$ cat src/sv/bsm_pkg.sv
// Shared types, sequencer codes and SHA-256 constant tables for the beacon tag unit.
`timescale 1ns / 1ps

package bsm_pkg;

  localparam int WordW   = 32;
  localparam int RndW    = 6;
  localparam int BlockW  = 512;
  localparam int HwIdW   = 40;
  localparam int VendorW = 32;
  localparam int LotW    = 64;
  localparam int StampW  = 64;
  localparam int BattW   = 8;
  localparam int CfgIdxW = 2;

  // Message length in bits (26 bytes), last field of the padded block
  localparam logic [63:0] MSG_BITS = 64'd208;
  localparam logic [RndW-1:0] LAST_ROUND = 6'd63;

  // Configuration register indexes
  localparam logic [CfgIdxW-1:0] REG_HW_ID  = 2'd0;
  localparam logic [CfgIdxW-1:0] REG_VENDOR = 2'd1;
  localparam logic [CfgIdxW-1:0] REG_LOT    = 2'd2;

  typedef logic [WordW-1:0] word_t;

  typedef enum logic [1:0] {
    ST_IDLE,
    ST_ROUND,
    ST_FOLD
  } st_t;

  // Sequencer to round datapath
  typedef struct packed {
    logic            load;
    logic            step;
    logic [RndW-1:0] rnd;
  } core_ctl_t;

  localparam word_t H_INIT [8] = '{
    32'h6a09e667, 32'hbb67ae85, 32'h3c6ef372, 32'ha54ff53a,
    32'h510e527f, 32'h9b05688c, 32'h1f83d9ab, 32'h5be0cd19
  };

  localparam word_t K_TAB [64] = '{
    32'h428a2f98, 32'h71374491, 32'hb5c0fbcf, 32'he9b5dba5,
    32'h3956c25b, 32'h59f111f1, 32'h923f82a4, 32'hab1c5ed5,
    32'hd807aa98, 32'h12835b01, 32'h243185be, 32'h550c7dc3,
    32'h72be5d74, 32'h80deb1fe, 32'h9bdc06a7, 32'hc19bf174,
    32'he49b69c1, 32'hefbe4786, 32'h0fc19dc6, 32'h240ca1cc,
    32'h2de92c6f, 32'h4a7484aa, 32'h5cb0a9dc, 32'h76f988da,
    32'h983e5152, 32'ha831c66d, 32'hb00327c8, 32'hbf597fc7,
    32'hc6e00bf3, 32'hd5a79147, 32'h06ca6351, 32'h14292967,
    32'h27b70a85, 32'h2e1b2138, 32'h4d2c6dfc, 32'h53380d13,
    32'h650a7354, 32'h766a0abb, 32'h81c2c92e, 32'h92722c85,
    32'ha2bfe8a1, 32'ha81a664b, 32'hc24b8b70, 32'hc76c51a3,
    32'hd192e819, 32'hd6990624, 32'hf40e3585, 32'h106aa070,
    32'h19a4c116, 32'h1e376c08, 32'h2748774c, 32'h34b0bcb5,
    32'h391c0cb3, 32'h4ed8aa4a, 32'h5b9cca4f, 32'h682e6ff3,
    32'h748f82ee, 32'h78a5636f, 32'h84c87814, 32'h8cc70208,
    32'h90befffa, 32'ha4506ceb, 32'hbef9a3f7, 32'hc67178f2
  };

endpackage

$ cat src/sv/bsm_core.sv
// SHA-256 round datapath: working state, rolling message schedule and digest fold.
`timescale 1ns / 1ps

module bsm_core (
  input  logic                                  clk,
  input  bsm_pkg::core_ctl_t                    ctl,
  input  logic [bsm_pkg::BlockW-1:0]            block,
  output bsm_pkg::word_t                        tag
);

  bsm_pkg::word_t st  [8];
  bsm_pkg::word_t win [16];

  bsm_pkg::word_t t1;
  bsm_pkg::word_t t2;
  bsm_pkg::word_t w_new;
  bsm_pkg::word_t ch;
  bsm_pkg::word_t maj;

  function automatic bsm_pkg::word_t rotr(input bsm_pkg::word_t x, input int n);
    rotr = (x >> n) | (x << (bsm_pkg::WordW - n));
  endfunction

  function automatic bsm_pkg::word_t big_s0(input bsm_pkg::word_t x);
    big_s0 = rotr(x, 2) ^ rotr(x, 13) ^ rotr(x, 22);
  endfunction

  function automatic bsm_pkg::word_t big_s1(input bsm_pkg::word_t x);
    big_s1 = rotr(x, 6) ^ rotr(x, 11) ^ rotr(x, 25);
  endfunction

  function automatic bsm_pkg::word_t small_s0(input bsm_pkg::word_t x);
    small_s0 = rotr(x, 7) ^ rotr(x, 18) ^ (x >> 3);
  endfunction

  function automatic bsm_pkg::word_t small_s1(input bsm_pkg::word_t x);
    small_s1 = rotr(x, 17) ^ rotr(x, 19) ^ (x >> 10);
  endfunction

  // One compression round and the schedule word sixteen rounds ahead
  always_comb begin
    ch    = (st[4] & st[5]) ^ (~st[4] & st[6]);
    maj   = (st[0] & st[1]) ^ (st[0] & st[2]) ^ (st[1] & st[2]);
    t1    = st[7] + big_s1(st[4]) + ch + bsm_pkg::K_TAB[ctl.rnd] + win[0];
    t2    = big_s0(st[0]) + maj;
    w_new = win[0] + small_s0(win[1]) + win[9] + small_s1(win[14]);
  end

  // Load the block and initial hash, or advance one round
  always_ff @(posedge clk) begin
    if (ctl.load) begin
      for (int i = 0; i < 8; i++) begin
        st[i] <= bsm_pkg::H_INIT[i];
      end
      for (int i = 0; i < 16; i++) begin
        win[i] <= block[bsm_pkg::BlockW-1-bsm_pkg::WordW*i -: bsm_pkg::WordW];
      end
    end else if (ctl.step) begin
      st[7] <= st[6];
      st[6] <= st[5];
      st[5] <= st[4];
      st[4] <= st[3] + t1;
      st[3] <= st[2];
      st[2] <= st[1];
      st[1] <= st[0];
      st[0] <= t1 + t2;
      for (int i = 0; i < 15; i++) begin
        win[i] <= win[i+1];
      end
      win[15] <= w_new;
    end
  end

  // Add the initial hash back and fold the digest words by XOR
  always_comb begin
    tag = '0;
    for (int j = 0; j < 8; j++) begin
      tag = tag ^ (bsm_pkg::H_INIT[j] + st[j]);
    end
  end

endmodule

$ cat src/sv/beacon_secure_message_sha256_fold_unit.sv
// Top level of the beacon tag unit: configuration registers, sequencer and result register.
`timescale 1ns / 1ps

// Computes a 32-bit tag for each beat on the s_ side: SHA-256 over the 26-byte
// message {time_stamp, hardware_id, vendor_key, lot_key, battery_level} (all
// most significant byte first, single padded block), with the eight digest
// words XORed together. Each accepted item is loaded into the datapath, runs
// 64 rounds on the single round datapath (one round per cycle), and then a fold
// step writes the result register; the next item is accepted only after that.
// s_tready is high only while the sequencer is idle; a finished result waits
// in the m_ register, and the unit takes the next beat while it waits, but
// holds in the fold step if the previous result is still not taken.
// Configuration writes are always ready and should arrive only while idle.
module beacon_secure_message_sha256_fold_unit (
  input  logic                        clk,
  input  logic                        rst,
  // slave side
  input  logic                        s_tvalid,
  output logic                        s_tready,
  input  logic [71:0]                 s_tdata,   // [63:0] time_stamp, [71:64] battery_level
  // master side
  output logic                        m_tvalid,
  input  logic                        m_tready,
  output logic [55:0]                 m_tdata,   // [31:0] auth_tag, [47:32] stamp_low,
                                                 // [55:48] battery_echo
  // configuration write
  input  logic                        cfg_valid,
  output logic                        cfg_ready,
  input  logic [bsm_pkg::CfgIdxW-1:0] cfg_index,
  input  logic [63:0]                 cfg_data
);

  logic [bsm_pkg::HwIdW-1:0]   hw_id;
  logic [bsm_pkg::VendorW-1:0] vendor_key;
  logic [bsm_pkg::LotW-1:0]    lot_key;

  bsm_pkg::st_t               state;
  bsm_pkg::st_t               state_next;
  logic [bsm_pkg::RndW-1:0]   rnd;
  logic [bsm_pkg::RndW-1:0]   rnd_next;
  logic [15:0]                stamp_low;
  logic [7:0]                 battery;
  logic                       in_fire;
  logic                       fold_fire;
  bsm_pkg::core_ctl_t         ctl;
  logic [bsm_pkg::BlockW-1:0] block;
  bsm_pkg::word_t             tag;

  assign cfg_ready = 1'b1;
  assign s_tready  = (state == bsm_pkg::ST_IDLE);
  assign in_fire   = s_tvalid & s_tready;
  assign fold_fire = (state == bsm_pkg::ST_FOLD) & (~m_tvalid | m_tready);

  // Write configuration registers; unknown indexes drop the beat
  always_ff @(posedge clk) begin
    if (rst) begin
      hw_id      <= '0;
      vendor_key <= '0;
      lot_key    <= '0;
    end else if (cfg_valid && cfg_ready) begin
      unique case (cfg_index)
        bsm_pkg::REG_HW_ID:  hw_id      <= cfg_data[bsm_pkg::HwIdW-1:0];
        bsm_pkg::REG_VENDOR: vendor_key <= cfg_data[bsm_pkg::VendorW-1:0];
        bsm_pkg::REG_LOT:    lot_key    <= cfg_data[bsm_pkg::LotW-1:0];
        default: ;
      endcase
    end
  end

  // Assemble the padded message block
  assign block = {s_tdata[bsm_pkg::StampW-1:0], hw_id, vendor_key, lot_key,
                  s_tdata[71:64], 8'h80, 232'd0, bsm_pkg::MSG_BITS};

  // Sequencer state register
  always_ff @(posedge clk) begin
    if (rst) begin
      state <= bsm_pkg::ST_IDLE;
      rnd   <= '0;
    end else begin
      state <= state_next;
      rnd   <= rnd_next;
    end
  end

  // Next state and datapath control
  always_comb begin
    state_next = state;
    rnd_next   = rnd;
    ctl.load   = 1'b0;
    ctl.step   = 1'b0;
    ctl.rnd    = rnd;
    unique case (state)
      bsm_pkg::ST_IDLE: begin
        if (in_fire) begin
          ctl.load   = 1'b1;
          rnd_next   = '0;
          state_next = bsm_pkg::ST_ROUND;
        end
      end
      bsm_pkg::ST_ROUND: begin
        ctl.step = 1'b1;
        rnd_next = rnd + 1'b1;
        if (rnd == bsm_pkg::LAST_ROUND) begin
          state_next = bsm_pkg::ST_FOLD;
        end
      end
      bsm_pkg::ST_FOLD: begin
        if (fold_fire) begin
          state_next = bsm_pkg::ST_IDLE;
        end
      end
      default: state_next = bsm_pkg::ST_IDLE;
    endcase
  end

  // Hold the pass-through fields of the item in flight
  always_ff @(posedge clk) begin
    if (in_fire) begin
      stamp_low <= s_tdata[15:0];
      battery   <= s_tdata[71:64];
    end
  end

  bsm_core u_core (
    .clk   (clk),
    .ctl   (ctl),
    .block (block),
    .tag   (tag)
  );

  // Result register: drop on take, load on fold
  always_ff @(posedge clk) begin
    if (rst) begin
      m_tvalid <= 1'b0;
    end else begin
      if (m_tvalid && m_tready) begin
        m_tvalid <= 1'b0;
      end
      if (fold_fire) begin
        m_tvalid <= 1'b1;
      end
    end
  end

  always_ff @(posedge clk) begin
    if (fold_fire) begin
      m_tdata <= {battery, stamp_low, tag};
    end
  end

`ifndef SYNTH
  a_accept_starts_rounds: assert property (@(posedge clk) disable iff (rst)
    in_fire |=> (state == bsm_pkg::ST_ROUND) && (rnd == '0))
    else $error("accepted beat did not start round zero");

  a_fold_after_all_rounds: assert property (@(posedge clk) disable iff (rst)
    (state == bsm_pkg::ST_FOLD) |-> (rnd == '0))
    else $error("fold reached with round counter not wrapped");

  a_result_from_fold: assert property (@(posedge clk) disable iff (rst)
    $rose(m_tvalid) |-> $past(state) == bsm_pkg::ST_FOLD)
    else $error("result raised outside the fold step");

  a_no_overwrite: assert property (@(posedge clk) disable iff (rst)
    (m_tvalid && !m_tready) |-> !fold_fire)
    else $error("pending result overwritten");
`endif

endmodule

$ cat config.mk
export PLATFORM = sky130hd
export DESIGN_NAME = beacon_secure_message_sha256_fold_unit
export DESIGN_NICKNAME = d
export VERILOG_FILES = /design/src/sv/bsm_pkg.sv /design/src/sv/bsm_core.sv /design/src/sv/beacon_secure_message_sha256_fold_unit.sv
export SDC_FILE = /design/constraint.sdc
export NUM_CORES = 2
export LEC_CHECK = 0
export ABC_AREA = 1
export BUFFER_PORTS_ARGS = -buffer_cell sky130_fd_sc_hd__buf_2
export CORE_ASPECT_RATIO = 0.9
export CORE_MARGIN = 2
export CORE_UTILIZATION = 50
export CTS_CLUSTER_SIZE = 30
export DETAILED_ROUTE_END_ITERATION = 8
export PLACE_DENSITY = 0.72
export SETUP_SLACK_MARGIN = 0.2
export SYNTH_ARGS = -nofsm -noshare
export SYNTH_HDL_FRONTEND = slang
export SYNTH_SLANG_ARGS = --single-unit
$ cat constraint.sdc
create_clock -name clk -period 23.7 [get_ports clk]
set_input_delay 2.37 -clock clk [delete_from_list [all_inputs] [get_ports clk]]
set_output_delay 2.37 -clock clk [all_outputs]
set_load 0.05 [all_outputs]
==> results.tsv <==
metric	value	unit
status	complete, no violations	
post-synthesis compound-gate area fraction	9.36	%
Worst path slowest cell	dfxtp_1	
largest net degree at the start of global routing	226	
Synth Register Bits	993	
Adder-Cell Fraction of Synth Area	8.83	%
CP Capture Type	flip-flop	
Nets	8390	
kind of critical path	flip-flop to flip-flop	
fin crit share	39.2	%
Initial DRC Count	6250	
Fmax achieved	108	MHz
ys async rst share	0	%
Pre-Repair DR Iteration Count	8	
R2R cell count	38	
largest cells by area after synthesis	edfxtp_1, nand2_1, inv_1	
Slew @ Worst Pin	1.14	ns
Main synth FF type	edfxtp_1	
Residual DRC	0	
most used cell along the critical path	nand2_1	
Ys Warns	0	
layout cell share with drive strength beyond 1	6.80	%
Post-Syn Area per Cell	8.21	µm²
# IOs	202	
fin area	0.0701	mm²
die area	0.131	mm²
Mapped Nets	8301	
sinks on the clock net	993	
CP startpoint kind	flip-flop	
vias per cell	5.66	
Hold Path Class	flip-flop to flip-flop	
CTS Buffer Depth	3	
Final ANT Viol Nets	0	
starting density of the core	50.5	%
CTS buffer count	104	
Syn Inst Count	7818	
Max Cap Viol	0	
Port-buffer cells	200	
Min Clock Period, post-route	9.29	ns
Slew Limit Fails	0	
Core Area	0.127	mm²
Layout Skew	0.0821	ns
Synth Area in XOR/XNOR	6.83	%
final wirelength	242	mm
first-pass GRT wire length	346	mm
die extent in y	344	µm
Worst slew margin	23.7	%
DPL Wire Length	188	mm
# rows	124	
remaining global-route overflow	0	
combinational family with the most area after synthesis	simple AND/OR/NAND/NOR gates	
Synth top area share	39.7	%
die width	382	µm
Worst Path Arrival	9.78	ns
Worst-path clk slew	0.07	ns
library cells used by synthesis	63	
post-synthesis mux area share	0	%
unrepaired setup endpoints after global routing	no	
Post-CTS Resized	0	
Critical Path RT	24.19	ns
Skew-Pair Late Insertion Delay	0.80	ns
TritonCTS clock tree	done	
simple-gate area share of the yosys netlist	22.0	%
EDFF count, synth	848	
Placed Instance Area	0.0666	mm²
H-Tree Depth	3	
Mapped Area	0.0642	mm²
final setup fails	0	
Vias	54900	
Synth area leader	edfxtp_1	
Setup Fix Bufs, Post-CTS	0	
Seq/Total Area, Yosys	44.2	%
initial antenna violation count	7	
synth-to-layout area growth	9.17	%
GPL Wtd Cong	1.02	
GRT Overall Usage	36.3	%
crit path max fanout	15	
slowest cell delay on critical path	0.70	ns
clock root buffer master	clkbuf_16	
WL/cell	24.9	µm
setup TNS	0	ns
Hold Path Depth	0	
hold_buf cts	0	
Hold Vio Cnt, Final	0	
vias in the first global route	51200	
cells by family (layout without fill, tap and decap cells):
group                    Yosys count  after routing
adder cells (fa/ha/maj)          340            340
AND/OR/NAND/NOR                 3436           3436
AO/OA/AOI/OAI                   1092           1092
buffers and inverters           1458           1638
flip-flops                       993            993
other                              1              4
XOR/XNOR                         498            498
Yosys cell counts (all sizes together) (4+ instances only):
| cell type | count |
|---|---|
| nand2 | 1864 |
| inv | 1200 |
| nor2 | 984 |
| edfxtp | 848 |
| o21ai | 516 |
| a21oi | 379 |
| nand3 | 351 |
| xor2 | 321 |
| fa | 188 |
| xnor2 | 177 |
| clkbuf | 174 |
| ha | 152 |
| dfxtp | 145 |
| buf | 82 |
| nand4 | 68 |
| nor3 | 61 |
| or2 | 44 |
| nand3b | 40 |
| a31oi | 27 |
| o21a | 24 |
| o211ai | 21 |
| a21o | 18 |
| o21bai | 18 |
| o22ai | 17 |
| nor4 | 13 |
| o221ai | 12 |
| o31ai | 12 |
| a211oi | 10 |
| a21boi | 8 |
| a221oi | 6 |
| o2111ai | 6 |
| a31o | 4 |
| a32o | 4 |
| a32oi | 4 |
| and2 | 4 |
path summary, 6_finish.rpt:
kind	startpoint	end	slack, ns
setup / recovery	rnd[0]	u_core.st[0][31]	14.41
hold / removal	stamp_low[1]	m_tdata[33]	0.42
setup reg to reg	rnd[0]	u_core.st[0][31]	14.41
hold reg to reg	stamp_low[1]	m_tdata[33]	0.42
per-layer routing:
metal / share of wire (%) / track usage (%) / vias up
met5: 0.022 / 0 / -
met4: 5.1 / 16.2 / 8
met3: 9.7 / 7.99 / 490
met2: 45 / 56.3 / 2700
met1: 41 / 49.0 / 26400
li1: - / - / 25300
flip-flops by register name, summed over array words and instances, names as in the netlist:
register	count
battery	8
hw_id	40
lot_key	64
m_tdata	56
m_tvalid	1
rnd	6
stamp_low	16
state	2
u_core.st	256
u_core.win	512
vendor_key	32
worst max-delay path, delay by kind of cell, from the launching register on:
kind | cells | cell delay [ns]
flip-flops | 1 | 0.70
buffers and inverters | 5 | 0.74
AND/OR/NAND/NOR | 16 | 1.96
XOR/XNOR | 2 | 0.64
adder cells (fa/ha/maj) | 8 | 3.54
AO/OA/AOI/OAI | 7 | 1.43
placed cells by master (no fill, tap or decap), drive strengths merged, types with 44 or more instances in the layout:
master     n
ha       152
nand4     68
or2       44
buf      239
clkbuf   142
nor3      61
fa       188
nand3    351
nand2   1864
a21oi    379
nor2     984
xor2     321
o21ai    516
edfxtp   848
dfxtp    145
inv     1204
xnor2    177
per-stage QoR:
step | worst slack (ns) | hold slack, ns | cells | util [%]
floorplan | 5.03 | 0.400 | 7818 | -
global placement | 14.67 | 0.401 | 9502 | 52.3
detailed placement | 14.63 | 0.405 | 9502 | 52.3
CTS | 14.55 | 0.415 | 9699 | 55.1
global route | 13.85 | 0.424 | 9699 | 55.1
finish | 14.41 | 0.416 | 9702 | 55.1
layout make-up:
class                   instances  area [µm²]
flip-flops and latches        993       28400
inverters                    1202        4530
diodes                          3        7.51
well taps                    1701        2130
repair buffers                239        1330
multi-input cells            5367       30200
fillers                     11900       57100
clock inverters                55         669
clock buffers                 142        2820
Power is not shown: default switching activity piles up to over one toggle a cycle in this logic, so the estimate is an artifact.
